[src/hw/rtl/frd_pkg.sv]
`default_nettype none
// ----------------------------------------------------------------------------
// Frame deframer package
// Types, codes and constants shared by the frame receive deframer.
// ----------------------------------------------------------------------------
package frd_pkg;

	// Input operation codes
	localparam logic [1:0] FUNC_BYTE   = 2'd0;
	localparam logic [1:0] FUNC_FLUSH  = 2'd1;
	localparam logic [1:0] FUNC_CANCEL = 2'd2;

	// Result kinds
	localparam logic [1:0] KIND_PAYLOAD = 2'd0;
	localparam logic [1:0] KIND_RECORD  = 2'd1;
	localparam logic [1:0] KIND_END     = 2'd2;

	// Configuration register indexes
	localparam logic [1:0] REG_CHANNEL    = 2'd0;
	localparam logic [1:0] REG_NULL_ID    = 2'd1;
	localparam logic [1:0] REG_ID_LIMIT   = 2'd2;
	localparam logic [1:0] REG_MAX_LENGTH = 2'd3;

	localparam int CFG_INDEX_W = 2;
	localparam int CFG_DATA_W  = 16;

	// Register reset values
	localparam logic [7:0]  CHANNEL_RST    = 8'd0;
	localparam logic [7:0]  NULL_ID_RST    = 8'd0;
	localparam logic [7:0]  ID_LIMIT_RST   = 8'd255;
	localparam logic [15:0] MAX_LENGTH_RST = 16'd4096;

	// Highest channel number that is not flagged
	localparam logic [7:0] CH_LIMIT = 8'd7;

	// Receiver modes, one-hot
	typedef enum logic [4:0] {
		MODE_ID     = 5'b00001,
		MODE_LEN_LO = 5'b00010,
		MODE_LEN_HI = 5'b00100,
		MODE_DATA   = 5'b01000,
		MODE_ERROR  = 5'b10000
	} rx_mode_t;

	typedef struct packed {
		logic [1:0] func;
		logic [7:0] data_byte;
		logic       sink_ready;
	} in_item_t;

	typedef struct packed {
		logic [1:0]  kind;
		logic [7:0]  frame_id;
		logic [7:0]  frame_channel;
		logic [15:0] frame_length;
		logic [15:0] byte_index;
		logic [7:0]  payload;
		logic        err_unknown_id;
		logic        err_bad_channel;
		logic        err_oversize;
		logic        err_underflow;
		logic        last;
	} out_item_t;

	// Frame context carried alongside each payload and record result
	typedef struct packed {
		logic [7:0]  id;
		logic [7:0]  channel;
		logic [15:0] length;
		logic        unknown_id;
		logic        bad_channel;
	} frame_ctx_t;

	// Builds one result; for an end marker it fills in only the kind, payload and the oversize and underflow flags.
	function automatic out_item_t make_result(
		input logic [1:0]  kind,
		input frame_ctx_t  ctx,
		input logic [15:0] index,
		input logic [7:0]  value,
		input logic        oversize,
		input logic        underflow
	);
		out_item_t r;
		r = '0;
		r.kind          = kind;
		r.payload       = value;
		r.err_oversize  = oversize;
		r.err_underflow = underflow;
		if (kind != KIND_END) begin
			r.frame_id        = ctx.id;
			r.frame_channel   = ctx.channel;
			r.frame_length    = ctx.length;
			r.byte_index      = index;
			r.err_unknown_id  = ctx.unknown_id;
			r.err_bad_channel = ctx.bad_channel;
		end
		return r;
	endfunction

endpackage
`default_nettype wire

[src/hw/rtl/frame_receive_deframer.sv]
`default_nettype none
// Results are registered in the result queue before they are offered.
// Throughput: one input per cycle; an input yields up to two results, which
// leave one per cycle while out_stall is low, through a four-entry result
// queue. Input stalls while fewer than two queue entries are free.
// Reset: configuration takes its reset values, the receiver waits for an ID
// byte and the result queue is empty.
// ----------------------------------------------------------------------------
// Frame receive deframer
// Splits a byte stream into ID, little-endian length and payload, passing
// payload bytes on as they arrive and emitting frame and end-of-packet records.
// ----------------------------------------------------------------------------
module frame_receive_deframer (
	input  wire                                 clk,
	input  wire                                 arst_n,
	input  wire                                 cfg_we,
	input  wire [frd_pkg::CFG_INDEX_W-1:0]      cfg_index,
	input  wire [frd_pkg::CFG_DATA_W-1:0]       cfg_data,
	input  wire                                 in_valid,
	output logic                                in_stall,
	input  wire frd_pkg::in_item_t              in_data,
	output logic                                out_valid,
	input  wire                                 out_stall,
	output frd_pkg::out_item_t                  out_data
);
	import frd_pkg::*;

	localparam int QDEPTH = 4;
	localparam int QPTR_W = $clog2(QDEPTH);
	localparam int QCNT_W = $clog2(QDEPTH + 1);

	// Configuration registers
	logic [7:0]  channel_q;
	logic [7:0]  null_id_q;
	logic [7:0]  id_limit_q;
	logic [15:0] max_length_q;

	// Receiver state
	rx_mode_t    mode_q;
	frame_ctx_t  ctx_q;
	logic [15:0] byte_count_q;

	// Result queue
	out_item_t         queue_q [QDEPTH];
	logic [QPTR_W-1:0] wr_ptr_q;
	logic [QPTR_W-1:0] rd_ptr_q;
	logic [QCNT_W-1:0] count_q;

	logic        in_xfer;
	logic        out_xfer;
	rx_mode_t    mode_d;
	frame_ctx_t  ctx_d;
	logic [15:0] byte_count_d;
	logic [15:0] count_inc;
	logic [15:0] new_length;
	logic [1:0]  num_res;
	out_item_t   res0;
	out_item_t   res1;

	assign in_stall  = count_q > QCNT_W'(QDEPTH - 2);
	assign in_xfer   = in_valid && !in_stall;
	assign out_valid = count_q != '0;
	assign out_xfer  = out_valid && !out_stall;
	assign out_data  = queue_q[rd_ptr_q];

	assign count_inc  = byte_count_q + 16'd1;
	assign new_length = {in_data.data_byte, ctx_q.length[7:0]};

	always_comb begin
		mode_d       = mode_q;
		ctx_d        = ctx_q;
		byte_count_d = byte_count_q;
		num_res      = 2'd0;
		res0         = '0;
		res1         = '0;
		case (in_data.func)
			FUNC_BYTE: begin
				unique case (mode_q)
					MODE_ID: begin
						if (in_data.data_byte == null_id_q) begin
							mode_d = MODE_ERROR;
						end else begin
							ctx_d.id          = in_data.data_byte;
							ctx_d.channel     = channel_q;
							ctx_d.unknown_id  = in_data.data_byte > id_limit_q;
							ctx_d.bad_channel = channel_q > CH_LIMIT;
							ctx_d.length      = '0;
							byte_count_d      = '0;
							mode_d            = MODE_LEN_LO;
						end
					end
					MODE_LEN_LO: begin
						ctx_d.length = {8'd0, in_data.data_byte};
						mode_d       = MODE_LEN_HI;
					end
					MODE_LEN_HI: begin
						ctx_d.length = new_length;
						byte_count_d = '0;
						if (new_length > max_length_q) begin
							res0   = make_result(KIND_RECORD, ctx_d, '0, '0, 1'b1, 1'b0);
							num_res = in_data.sink_ready ? 2'd1 : 2'd0;
							mode_d = MODE_ERROR;
						end else if (new_length == '0) begin
							res0   = make_result(KIND_RECORD, ctx_d, '0, '0, 1'b0, 1'b0);
							num_res = in_data.sink_ready ? 2'd1 : 2'd0;
							mode_d = MODE_ID;
						end else begin
							mode_d = MODE_DATA;
						end
					end
					MODE_DATA: begin
						res0 = make_result(KIND_PAYLOAD, ctx_q, byte_count_q,
							in_data.data_byte, 1'b0, 1'b0);
						res1 = make_result(KIND_RECORD, ctx_q, count_inc, '0, 1'b0, 1'b0);
						byte_count_d = count_inc;
						num_res      = 2'd1;
						if (count_inc >= ctx_q.length) begin
							mode_d = MODE_ID;
							if (in_data.sink_ready) begin
								num_res = 2'd2;
							end
						end
					end
					MODE_ERROR: begin
						mode_d = MODE_ERROR;
					end
					default: begin
						mode_d = MODE_ID;
					end
				endcase
			end
			FUNC_FLUSH: begin
				mode_d       = MODE_ID;
				byte_count_d = '0;
				if (in_data.sink_ready) begin
					if (mode_q == MODE_DATA) begin
						res0    = make_result(KIND_RECORD, ctx_q, byte_count_q, '0,
							1'b0, 1'b1);
						res1    = make_result(KIND_END, ctx_q, '0, '0, 1'b0, 1'b0);
						num_res = 2'd2;
					end else begin
						res0    = make_result(KIND_END, ctx_q, '0, '0, 1'b0, 1'b0);
						num_res = 2'd1;
					end
				end
			end
			FUNC_CANCEL: begin
				mode_d       = MODE_ID;
				byte_count_d = '0;
			end
			default: begin
				// Unused code: nothing changes.
			end
		endcase
		// Mark the final result of this transfer.
		if (num_res == 2'd1) begin
			res0.last = 1'b1;
		end else if (num_res == 2'd2) begin
			res1.last = 1'b1;
		end
	end

	always_ff @(posedge clk or negedge arst_n) begin
		if (!arst_n) begin
			channel_q    <= CHANNEL_RST;
			null_id_q    <= NULL_ID_RST;
			id_limit_q   <= ID_LIMIT_RST;
			max_length_q <= MAX_LENGTH_RST;
		end else if (cfg_we) begin
			unique case (cfg_index)
				REG_CHANNEL:    channel_q    <= cfg_data[7:0];
				REG_NULL_ID:    null_id_q    <= cfg_data[7:0];
				REG_ID_LIMIT:   id_limit_q   <= cfg_data[7:0];
				REG_MAX_LENGTH: max_length_q <= cfg_data;
				default: begin
				end
			endcase
		end
	end

	always_ff @(posedge clk or negedge arst_n) begin
		if (!arst_n) begin
			mode_q       <= MODE_ID;
			ctx_q        <= '0;
			byte_count_q <= '0;
		end else if (in_xfer) begin
			mode_q       <= mode_d;
			ctx_q        <= ctx_d;
			byte_count_q <= byte_count_d;
		end
	end

	always_ff @(posedge clk) begin
		if (in_xfer) begin
			if (num_res != 2'd0) begin
				queue_q[wr_ptr_q] <= res0;
			end
			if (num_res == 2'd2) begin
				queue_q[wr_ptr_q + QPTR_W'(1)] <= res1;
			end
		end
	end

	always_ff @(posedge clk or negedge arst_n) begin
		if (!arst_n) begin
			wr_ptr_q <= '0;
			rd_ptr_q <= '0;
			count_q  <= '0;
		end else begin
			if (in_xfer) begin
				wr_ptr_q <= wr_ptr_q + QPTR_W'(num_res);
			end
			if (out_xfer) begin
				rd_ptr_q <= rd_ptr_q + QPTR_W'(1);
			end
			count_q <= count_q + (in_xfer ? QCNT_W'(num_res) : '0)
				- (out_xfer ? QCNT_W'(1) : '0);
		end
	end

endmodule
`default_nettype wire
[config.mk]
export PLATFORM = sky130hd
export DESIGN_NAME = frame_receive_deframer
export DESIGN_NICKNAME = d
export VERILOG_FILES = /design/src/hw/rtl/frd_pkg.sv /design/src/hw/rtl/frame_receive_deframer.sv
export SDC_FILE = /design/constraint.sdc
export NUM_CORES = 1
export LEC_CHECK = 0
export ABC_AREA = 1
export BUFFER_PORTS_ARGS = -buffer_cell sky130_fd_sc_hd__buf_2
export CORE_MARGIN = 3
export CORE_UTILIZATION = 55
export DETAILED_ROUTE_END_ITERATION = 8
export PLACE_DENSITY = 0.75
export SYNTH_ARGS = -nofsm -noshare
export SYNTH_HDL_FRONTEND = slang
export SYNTH_SLANG_ARGS = --single-unit
[constraint.sdc]
create_clock -name clk -period 6.9 [get_ports clk]
set_input_delay 0 -clock clk [delete_from_list [all_inputs] [get_ports clk]]
set_output_delay 0 -clock clk [all_outputs]
set_load 0.01 [all_outputs]
==> out/results.txt, run 1 <==
Status - finished clean
WL final - 56540 um
Final Hold Vio Count - 0
First-pass DRT Iterations - 6
Post-Synthesis Cells - 2267
Worst Setup Path Type - reg2reg
Mapped Area - 18820 um2
Drc violations - 0
Max-cap check violation count - 0
Cell area after placement - 19540 um2
Slew HR - 0.1149
Main area contributors after synthesis - edfxtp_1, dfrtp_1, nand2_1, o21ai_0, nor2_1
PnR Total Power - 7.123 mW
Dominant synthesized flop cell - edfxtp_1
Row cnt - 67
Synth Register Bits - 354
Final Cycle Share - 0.7998
Worst skew pair latency - 550 ps
Fin area - 21110 um2
WP data arrival - 5740 ps
Final slew viol count - 0
Final hold slack - 4.746 ps
CTS sink cnt - 354
Clk buf depth - 3
DRT antenna net count - 0
Synthesized area per cell - 8.303 um2
Buffers on Ports - 98
Endpoint class of the critical path - register
HP Class - in2async
Synth top area share - 0.3382
Fmax - 181.2 MHz
Placer congestion estimate - 0.9147
Setup TNS - 0 ps
Initial antenna violation count - 0
Initial core utilization - 0.5599
Required @ worst endpoint - 7120 ps
# nets final - 2412
Comb pwr share - 0.325
Clock-pin slew on the worst setup and hold paths - 60 ps
Clock power share - 0.291
Initial DRC count - 1888
CTS Buf Count - 40
Sw frac - 0.3728
Max FO, Critical Path - 30
Setup Skew - 23.21 ps
P&R area growth vs syn - 12.14%
Total congestion overflow - 0
CTS tree - done
Internal power - 4.468 mW
Hpwl dp - 34340 um
Total number of vias - 16800
Worst-Margin Slew - 1324 ps
Seq pwr share - 0.384
Number of synthesized flops with an enable pin - 212
Die Y - 191.0 um
Final min period - 5519 ps
Most instantiated library cell after synthesis - nand2_1
Synth Net Count - 2350
Synth async-reset ratio - 0.2881
GRT Util Overall - 0.3088
Cell taking the most area after synthesis - edfxtp_1
Vias in the first global route - 16210
Filler cells - 2781
Critical Path Source Type - register
# setup viols final - 0
Drt wl/cell - 20.13 um
Register area share after synthesis - 0.5171
Yosys Warn Count - 0
Core area - 33620 um2
Die W - 191.0 um
H-tree levels - 2
First-pass GRT wire length - 88350 um
Largest net degree at the start of global routing - 90
Post_cts resized - 0
Netlist cell types - 50
Io pins - 99
Via-to-Cell Ratio - 5.980
Die area - 36480 um2
Peak supply drop - 0.0002851 V
Register-to-Register Setup Slack - 1380 ps
Lkg Pwr - 9.689 nW
Clock Tree Root - clkbuf_16
Switch Pwr - 2.655 mW
P per Cell Area - 337.4 nW/um2
Ant. Diodes - 0
Share of layout cells above drive strength 1 - 0.1025
Top cells by instance count after synthesis - nand2_1, nor2_1, o21ai_0
RSZ-0062 raised after global routing - no
state kept, by name, summed over array words and instances, names as in the netlist:
signal,cells
queue_q,252
ctx_q,34
byte_count_q,16
max_length_q,16
channel_q,8
id_limit_q,8
null_id_q,8
mode_q,5
count_q,3
rd_ptr_q,2
wr_ptr_q,2
critical path, cell delays in order (launching register included):
cell	delay, ps
dfrtp_1	440
ha_1	220
nand2_1	60
nor2_1	190
nand3_1	160
nor3_2	200
nand3_1	150
nor3_1	270
nand3_1	150
xor2_1	220
inv_1	120
ha_1	290
nand2_1	90
o21ai_0	90
a21oi_1	180
nand3_1	120
nand2_1	90
nand2_1	60
nand2_1	120
nand2_4	120
nand3_4	300
nand3_2	450
nand2_2	750
buf_12	320
routing by layer:
| metal | part of all wire | GRT usage | up-vias | wire, um |
|---|---|---|---|---|
| met4 | 0.049 | 0.1454 | 0 | 2770 |
| met5 | 0 | 0 | - | 0 |
| met2 | 0.46 | 0.4982 | 975 | 25770 |
| met3 | 0.10 | 0.05263 | 213 | 5841 |
| met1 | 0.39 | 0.4088 | 7900 | 22150 |
| li1 | - | - | 7709 | - |
per-stage QoR:
stage | setup WS (ps) | util | cells
finish | 1381 | 0.6279 | 2809
global route | 853.6 | 0.6279 | 2809
CTS | 1447 | 0.6279 | 2809
detailed placement | 1475 | 0.5813 | 2707
global placement | 1637 | 0.5813 | 2707
floorplan | 1897 | - | 2267
power by group through the flow:
| stage | clock network [mW] | registers, mW | logic [mW] |
|---|---|---|---|
| CTS | 2.08 | 2.73 | 2.30 |
| detailed placement | 0 | 2.77 | 2.28 |
| global route | 2.18 | 2.77 | 2.57 |
| global placement | 0 | 2.75 | 2.21 |
| finish | 2.07 | 2.74 | 2.31 |
| floorplan | 0 | 2.68 | 1.53 |
worst paths after layout:
check                                       startpoint  cells past startpoint                          to
max                        byte_count_q[0]$_DFFE_PN0P_                     23    queue_q[1][55]$_DFFE_PP_
min                                             arst_n                      2        count_q[2]$_DFF_PN0_
max reg2reg                byte_count_q[0]$_DFFE_PN0P_                     23    queue_q[1][55]$_DFFE_PP_
min reg2reg                  id_limit_q[6]$_DFFE_PN1P_                      2   id_limit_q[6]$_DFFE_PN1P_
max in group asynchronous                       arst_n                      3     rd_ptr_q[0]$_DFFE_PN0P_
min in group clk                            in_data[0]                      5  queue_q[2][1]$_SDFFE_PP0P_
cells in the final DEF (no fill, tap or decap), types with 10 or more instances in the layout:
cell type / count
dfxtp_1: 40
xor2_1: 16
buf_2: 97
edfxtp_1: 212
nand4_1: 36
nand2_1: 582
o21ai_0: 230
clkbuf_16: 42
inv_1: 200
ha_1: 48
a21oi_1: 60
o21ai_1: 52
nor2_1: 255
clkinv_1: 11
nor2_4: 10
dfrtp_1: 91
nand3_1: 148
dlygate4sd3_1: 28
dfstp_2: 10
buf_4: 22
o22ai_1: 65
cell type report:
type / instances / area [um2] / area share
flip-flops and latches: 354 / 9736 / 0.4612
multi-input cells: 1571 / 7739 / 0.3666
clock buffers: 56 / 1164 / 0.05513
repair buffers: 150 / 991.0 / 0.04695
inverters: 212 / 797.0 / 0.03776
well taps: 448 / 560.5 / 0.02656
clock inverters: 18 / 121.4 / 0.005750
kinds of logic after synthesis:
kind of cell | synth area share
flip-flops | 0.5171
AND/OR/NAND/NOR | 0.2452
AO/OA/AOI/OAI | 0.1210
adder cells (fa/ha/maj) | 0.03297
buffers and inverters | 0.07359
XOR/XNOR | 0.01024
repair_timing:
item                      in CTS  in global routing
buffers inserted               0                  0
hold endpoints to repair     101                  0
hold buffers                  28                  0
Power figures use the tool's default switching activity.
==> run 2, diff against run 1 <==
==> constraint.sdc (replaced) <==
create_clock -name clk -period 5.8 [get_ports clk]
set_input_delay 0 -clock clk [delete_from_list [all_inputs] [get_ports clk]]
set_output_delay 0 -clock clk [all_outputs]
set_load 0.01 [all_outputs]
==> run 2 against run 1 <==
Net effect: sequential power increased by 20%; global-route usage rose by 0.18 points; setup slack got worse by 610 ps; hold slack gained 42 ps; die area stayed put; non-clock buffer count is 8 higher; core utilization rose by 0.36 points; register-to-register slack lost 610 ps; clock skew down 4.4 ps; wire length is 0.44% higher; sequential share of layout area is 0.26 points lower.
==> out/results.txt, run 2 (same netlist as run 1, synthesis figures left out) <==
WL final - 56790 um (was 56540 um)
CTS Buf Count - 37 (was 40)
Fmax - 199.0 MHz (was 181.2 MHz)
Clock Tree Root - clkbuf_16 (unchanged)
Max-cap check violation count - 0 (unchanged)
Top Family by Delay on Critical Path - simple AND/OR/NAND/NOR gates (unchanged)
Worst path most repeated cell - nand2_1 (unchanged)
Fin cells - 2811 (was 2809)
Post_cts resized - 0 (unchanged)
Reg2reg path depth - 26 (was 23)
Lkg Pwr - 9.763 nW (was 9.689 nW)
Register-to-Register Setup Slack - 780 ps (was 1380 ps)
CP startpoint - byte_count_q[0]$_DFFE_PN0P_ (unchanged)
Worst-Margin Slew - 1043 ps (was 1324 ps)
PnR Total Power - 8.616 mW (was 7.123 mW)
Post-placement cell count - 2717 (was 2707)
Drc violations - 0 (unchanged)
Worst Path Buf+Inv - 3 (was 2)
Vias in the first global route - 16270 (was 16210)
Worst Setup Path Type - reg2reg (unchanged)
CP max stage delay - 480 ps (was 750 ps)
Row cnt - 67 (unchanged)
Fin area - 21230 um2 (was 21110 um2)
HP Class - in2reg (was in2async)
Core area - 33620 um2 (unchanged)
H-tree levels - 2 (unchanged)
Placer congestion estimate - 0.9199 (was 0.9147)
Largest net degree at the start of global routing - 75 (was 90)
Final Cycle Share - 0.8664 (was 0.7998)
Largest reg by FF count - queue_q (unchanged)
# nets final - 2417 (was 2412)
Via-to-Cell Ratio - 5.940 (was 5.980)
Multi-input logic area - 7731 um2 (was 7739 um2)
Critical Path Source Type - register (unchanged)
Required @ worst endpoint - 6160 ps (was 7120 ps)
GRT Util Overall - 0.3106 (was 0.3088)
Setup Skew - 18.77 ps (was 23.21 ps)
Peak supply drop - 0.0003179 V (was 0.0002851 V)
Commonest non-fill, non-tap cells in the layout - nand2_1, nor2_1, o21ai_0, edfxtp_1, inv_1 (unchanged)
Min-Delay Endpoint - wr_ptr_q[0]$_DFFE_PN0P_
Drt wl/cell - 20.20 um (was 20.13 um)
RSZ-0062 raised after global routing - no (unchanged)
CTS tree - done (unchanged)
Total number of vias - 16700 (was 16800)
Ant. Diodes - 0 (unchanged)
R2r endpoint - queue_q[1][24]$_DFFE_PP_ (was queue_q[1][55]$_DFFE_PP_)
Final Hold Vio Count - 0 (unchanged)
DRT antenna net count - 0 (unchanged)
Storage cell area - 9736 um2 (unchanged)
RR Startpoint - byte_count_q[0]$_DFFE_PN0P_ (unchanged)
Die Y - 191.0 um (unchanged)
Cell area after placement - 19620 um2 (was 19540 um2)
Endpoint class of the critical path - register (unchanged)
Initial antenna violation count - 0 (unchanged)
Slowest CP cell - buf_4 (was nand2_2)
Status - finished clean (unchanged)
Biggest regs - queue_q x252, ctx_q x34 (unchanged)
# setup viols final - 0 (unchanged)
Buffers on Ports - 98 (unchanged)
Hpwl dp - 34860 um (was 34340 um)
Clock-pin slew on the worst setup and hold paths - 60 ps (about the same)
Post-place setup slack - 880.0 ps (was 1475 ps)
Final slew viol count - 0 (unchanged)
CTS sink cnt - 354 (unchanged)
P&R area growth vs syn - 12.79% (was 12.14%)
Initial core utilization - 0.5599 (unchanged)
Slew HR - 0.3027 (was 0.1149)
HP Start - in_valid
First-pass GRT wire length - 88980 um (was 88350 um)
Io pins - 99 (unchanged)
Total congestion overflow - 0 (unchanged)
Worst hold stages - 5
Die W - 191.0 um (unchanged)
Final min period - 5025 ps (was 5519 ps)
Max reg flops - 252 (unchanged)
Worst skew pair latency - 530 ps (was 550 ps)
Clk buf depth - 3 (unchanged)
PnR worst setup slack - 775.0 ps (was 1381 ps)
Setup TNS - 0 ps (unchanged)
P per Cell Area - 405.9 nW/um2 (was 337.4 nW/um2)
Filler cells - 2801 (was 2781)
Initial DRC count - 1647 (was 1888)
Die area - 36480 um2 (unchanged)
Share of layout cells above drive strength 1 - 0.1092 (was 0.1025)
First-pass DRT Iterations - 6 (unchanged)
Commonest non-fill, non-tap cell in the layout - nand2_1 (unchanged)
WP data arrival - 5390 ps (was 5740 ps)
Max FO, Critical Path - 38 (was 30)
-- run 2: cell types whose count changed in the layout (fill, tap and decap cells not counted), sizes merged, moves of 2 or more --
cell | before | now
clkbuf | 56 | 49
clkinv | 19 | 13
dlygate4sd3 | 28 | 26
bufinv | 1 | 6
buf | 122 | 132
-- run 2: metrics by stage --
step | hold WS, ps | utilization
after global routing | 88.47 | 0.6315
after global placement | 100.1 | 0.5837
final | 46.36 | 0.6315
after CTS | 18.28 | 0.6315
after floorplan | -295.6 | -
after detailed placement | 110.9 | 0.5837
-- run 2: worst min-delay path, delay by kind of cell --
family | cells | cell delay [ps]
simple gates | 2 | 240
compound gates | 1 | 80
buf+inv | 2 | 180
-- run 2: routing by layer --
metal | share of wire | GRT usage | routed length, um | vias to the layer above
met3 | 0.11 | 0.05355 | 6119 | 195
li1 | - | - | - | 7713
met1 | 0.39 | 0.4128 | 21960 | 7815
met5 | 0 | 0 | 0 | -
met4 | 0.041 | 0.1202 | 2329 | 0
met2 | 0.46 | 0.5116 | 26380 | 975
-- run 2: timing repair --
action                    in CTS  in global routing
hold endpoints to repair     114                  0
hold buffers                  26                  0
buffers inserted               0                  0
-- run 2: cell type report --
class / instances / area share
clock buffers: 49 / 0.05151
clock inverters: 19 / 0.01191
inverters: 212 / 0.03754
multi-input cells: 1571 / 0.3642
flip-flops and latches: 354 / 0.4586
well taps: 448 / 0.02640
repair buffers: 158 / 0.04986
-- run 2: where the power goes --
| part | internal [mW] | leakage [nW] | switching (mW) |
|---|---|---|---|
| combinational | 0.879 | 5.24 | 1.85 |
| sequential | 2.99 | 3.86 | 0.291 |
| clock | 1.60 | 0.665 | 1.01 |
-- run 2: worst max path at each step --
stage | cells past startpoint | slack (ps) | to
3_3_place_gp | 26 | 1000 | queue_q[1][24]$_DFFE_PP_
4_1_cts | 24 | 840 | queue_q[1][45]$_DFFE_PP_
6_report | 26 | 780 | queue_q[1][24]$_DFFE_PP_
3_5_place_dp | 24 | 880 | queue_q[1][45]$_DFFE_PP_
2_1_floorplan | 23 | 800 | queue_q[0][0]$_DFFE_PP_
5_1_grt | 26 | 290 | queue_q[1][24]$_DFFE_PP_
==> run 3, diff against run 2 <==
--- a/config.mk
+++ b/config.mk
@@ -5,7 +5,6 @@
 export SDC_FILE = /design/constraint.sdc
 export NUM_CORES = 1
 export LEC_CHECK = 0
-export ABC_AREA = 1
 export BUFFER_PORTS_ARGS = -buffer_cell sky130_fd_sc_hd__buf_2
 export CORE_MARGIN = 3
 export CORE_UTILIZATION = 55
==> run 3 against run 2 <==
Net effect: cell count shrank 32%; die area shrank 8.6%; sequential share of layout area is 3.5 points higher; fmax decreased by 4.7%; sequential power decreased by 4%; core utilization rose by 1.1 points; wire length down 22%; clock power is 7.7% lower; first-iteration DRC count shrank 24%; largest cell class unchanged.
==> out/results.txt, run 3 <==
Fmax - 189.7 MHz (was 199.0 MHz)
Final min period - 5273 ps (was 5025 ps)
Total congestion overflow - 0 (unchanged)
CP max stage delay - 620 ps (was 480 ps)
Max FO, Critical Path - 26 (was 38)
Drt wl/cell - 23.16 um (was 20.20 um)
First-pass DRT Iterations - 5 (was 6)
Lkg Pwr - 7.827 nW (was 9.763 nW)
Top Family by Delay on Critical Path - compound AO/OA/AOI/OAI gates (was simple AND/OR/NAND/NOR gates)
WL final - 44310 um (was 56790 um)
RSZ-0062 raised after global routing - no (unchanged)
Worst-path cell chain - ha_1, and3_1, and3_1, and3_1, nand3_1, xor2_1, inv_1, ha_1, nand2_1, o211ai_1, a21oi_1, nor3_1, o31a_1, inv_2, a31oi_1, a21boi_2, buf_4, nor2b_1
Synthesized area per cell - 12.52 um2 (was 8.303 um2)
Final Util - 0.6427 (was 0.6315)
Core area - 30670 um2 (was 33620 um2)
Synth Net Count - 1454 (was 2350)
Initial DRC count - 1251 (was 1647)
Post-Synthesis Cells - 1371 (was 2267)
Yosys Warn Count - 0 (unchanged)
# nets final - 1571 (was 2417)
Die W - 182.6 um (was 191.0 um)
Final Cycle Share - 0.9091 (was 0.8664)
Endpoint class of the critical path - register (unchanged)
Setup TNS - 0 ps (unchanged)
Io pins - 99 (unchanged)
Netlist cell types - 76 (was 50)
Final Hold Vio Count - 0 (unchanged)
P per Cell Area - 374.5 nW/um2 (was 405.9 nW/um2)
Worst path most repeated cell - and3_1 (was nand2_1)
H-tree levels - 2 (unchanged)
Final hold slack - 50.05 ps (was 46.36 ps)
Die Y - 182.6 um (was 191.0 um)
Met2 Wirelength - 21200 um (was 26380 um)
Largest net degree at the start of global routing - 71 (was 75)
Ant. Diodes - 0 (unchanged)
Commonest non-fill, non-tap cell in the layout - edfxtp_1 (was nand2_1)
Initial antenna violation count - 0 (unchanged)
Required @ worst endpoint - 6160 ps (about the same)
Hpwl dp - 28830 um (was 34860 um)
Most instantiated library cell after synthesis - edfxtp_1 (was nand2_1)
Initial core utilization - 0.5595 (was 0.5599)
First-pass GRT wire length - 69590 um (was 88980 um)
Slowest CP cell - a31oi_1 (was buf_4)
Main area contributors after synthesis - edfxtp_1, dfrtp_1, mux4_2, dfxtp_1, mux2_2 (was edfxtp_1, dfrtp_1, nand2_1, o21ai_0, nor2_1)
Mapped Area - 17160 um2 (was 18820 um2)
WP data arrival - 5640 ps (was 5390 ps)
Clock-pin slew on the worst setup and hold paths - 60 ps (about the same)
Drc violations - 0 (unchanged)
Number of synthesized flops with an enable pin - 212 (unchanged)
Worst skew pair latency - 520 ps (was 530 ps)
Total number of vias - 12160 (was 16700)
GRT Util Overall - 0.2672 (was 0.3106)
CTS sink cnt - 354 (unchanged)
DRT antenna net count - 0 (unchanged)
Routed met3 length - 3846 um (was 6119 um)
Setup Skew - 17.90 ps (was 18.77 ps)
Buffers on Ports - 98 (unchanged)
Row cnt - 64 (was 67)
WL met1 - 17860 um (was 21960 um)
Max layer used - met4 (unchanged)
Largest reg by FF count - queue_q (unchanged)
Vias in the first global route - 12290 (was 16270)
Synth top area share - 0.3710 (was 0.3382)
Final slew viol count - 0 (unchanged)
Clock Tree Root - clkbuf_16 (unchanged)
Worst Setup Path Type - reg2reg (unchanged)
Critical Path Source Type - register (unchanged)
Synth Register Bits - 354 (unchanged)
# setup viols final - 0 (unchanged)
CTS tree - done (unchanged)
HP Class - in2reg (unchanged)
Post-CTS setup buffers - 0 (unchanged)
Peak supply drop - 0.0005248 V (was 0.0003179 V)
Share of layout cells above drive strength 1 - 0.2334 (was 0.1092)
Worst-Margin Slew - 1200 ps (was 1043 ps)
P&R area growth vs syn - 14.88% (was 12.79%)
CTS Buf Count - 37 (unchanged)
Filler cells - 2292 (was 2801)
Top cells by instance count after synthesis - edfxtp_1, nand2_1, dfrtp_1 (was nand2_1, nor2_1, o21ai_0)
Max-cap check violation count - 0 (unchanged)
Die area - 33350 um2 (was 36480 um2)
Dominant synthesized flop cell - edfxtp_1 (unchanged)
Status - finished clean (unchanged)
Biggest regs - queue_q x252, ctx_q x34 (unchanged)
Cell taking the most area after synthesis - edfxtp_1 (unchanged)
Via-to-Cell Ratio - 6.354 (was 5.940)
Placer congestion estimate - 0.9565 (was 0.9199)
Worst Path Buf+Inv - 3 (unchanged)
Post_cts resized - 0 (unchanged)
Synth async-reset ratio - 0.2881 (unchanged)
Slew HR - 0.1984 (was 0.3027)
Register area share after synthesis - 0.5672 (was 0.5171)
Commonest non-fill, non-tap cells in the layout - edfxtp_1, nand2_1, buf_2, dfrtp_1, nor2b_1 (was nand2_1, nor2_1, o21ai_0, edfxtp_1, inv_1)
Max reg flops - 252 (unchanged)
Clk buf depth - 3 (unchanged)
[run 3: cell types whose count changed after synthesis, sizes merged, moves of 22 or more]
cell | before | now
buf | 55 | 21
mux2 | 0 | 56
o21ai | 282 | 70
nor2 | 268 | 76
inv | 210 | 60
o22ai | 65 | 32
nand2b | 0 | 22
a21o | 1 | 39
nand3 | 155 | 41
nand2 | 592 | 107
mux4 | 0 | 63
nor2b | 0 | 76
nand4 | 40 | 14
[run 3: what timing repair did]
item                                    4_1_cts  5_1_grt
hold endpoints to repair                     92        0
hold buffers                                 29        0
endpoints found under the setup margin        0        0
[run 3: metal layers]
metal	GRT usage	vias to the layer above
met5	0	-
li1	-	5372
met3	0.05601	118
met4	0.08592	0
met1	0.3713	6078
met2	0.4261	588
[run 3: logic make-up (layout without fill, tap and decap cells)]
family,after synthesis,count (layout),share of synthesized area
AOI/OAI and AO/OA,296,296,0.1165
muxes,125,125,0.1229
buffers and inverters,138,284,0.03143
adders and majority gates,49,49,0.03617
DFF,354,354,0.5672
and+or+nand+nor,390,390,0.1162
xor gates and xnor gates,19,19,0.009698
[run 3: layout make-up]
class                   instances  area, um2  area share
clock buffers                  49       1075     0.05452
clock inverters                19      171.4    0.008696
inverters                      60      225.2     0.01142
multi-input cells             879       6945      0.3523
flip-flops and latches        354       9737      0.4939
well taps                     396      495.5     0.02513
repair buffers                156       1064     0.05395
[run 3: power by group]
part | switching [mW] | internal [mW] | total (mW)
sequential | 0.287 | 2.86 | 3.15
combinational | 0.932 | 0.895 | 1.83
clock | 0.969 | 1.44 | 2.41
total | 2.19 | 5.19 | 7.38
[run 3: final timing paths]
| kind | start | to | slack [ps] | cells after the start |
|---|---|---|---|---|
| max | byte_count_q[0]$_DFFE_PN0P_ | queue_q[2][48]$_DFFE_PP_ | 530 | 18 |
| min reg2reg | queue_q[0][5]$_SDFFE_PP0N_ | queue_q[0][5]$_SDFFE_PP0N_ | 450 | 2 |
| max in group asynchronous | arst_n | rd_ptr_q[0]$_DFFE_PN0P_ | 3970 | 4 |
| min in group asynchronous | arst_n | ctx_q[11]$_DFFE_PN0P_ | 500 | 3 |
| min | cfg_index[0] | channel_q[7]$_DFFE_PN0P_ | 50 | 3 |
| max reg2reg | byte_count_q[0]$_DFFE_PN0P_ | queue_q[2][48]$_DFFE_PP_ | 530 | 18 |
[run 3: worst register-to-register path, stage by stage (launching register included)]
cell,delay [ps]
dfrtp_1,550
ha_1,300
and3_1,260
and3_1,240
and3_1,290
nand3_1,140
xor2_1,380
inv_1,90
ha_1,310
nand2_1,70
o211ai_1,310
a21oi_1,150
nor3_1,250
o31a_1,450
inv_2,190
a31oi_1,620
a21boi_2,100
buf_4,270
nor2b_1,160
[run 3: per-stage QoR]
step	power (mW)	instance area, um2	cells	setup WS, ps
3_5_place_dp	5.017	18180	1816	769.3
3_3_place_gp	4.971	18180	1816	1010
4_1_cts	7.423	19710	1913	641.1
5_1_grt	7.697	19710	1913	172.2
6_report	7.383	19710	1913	527.2
2_1_floorplan	4.348	17160	1371	443.6
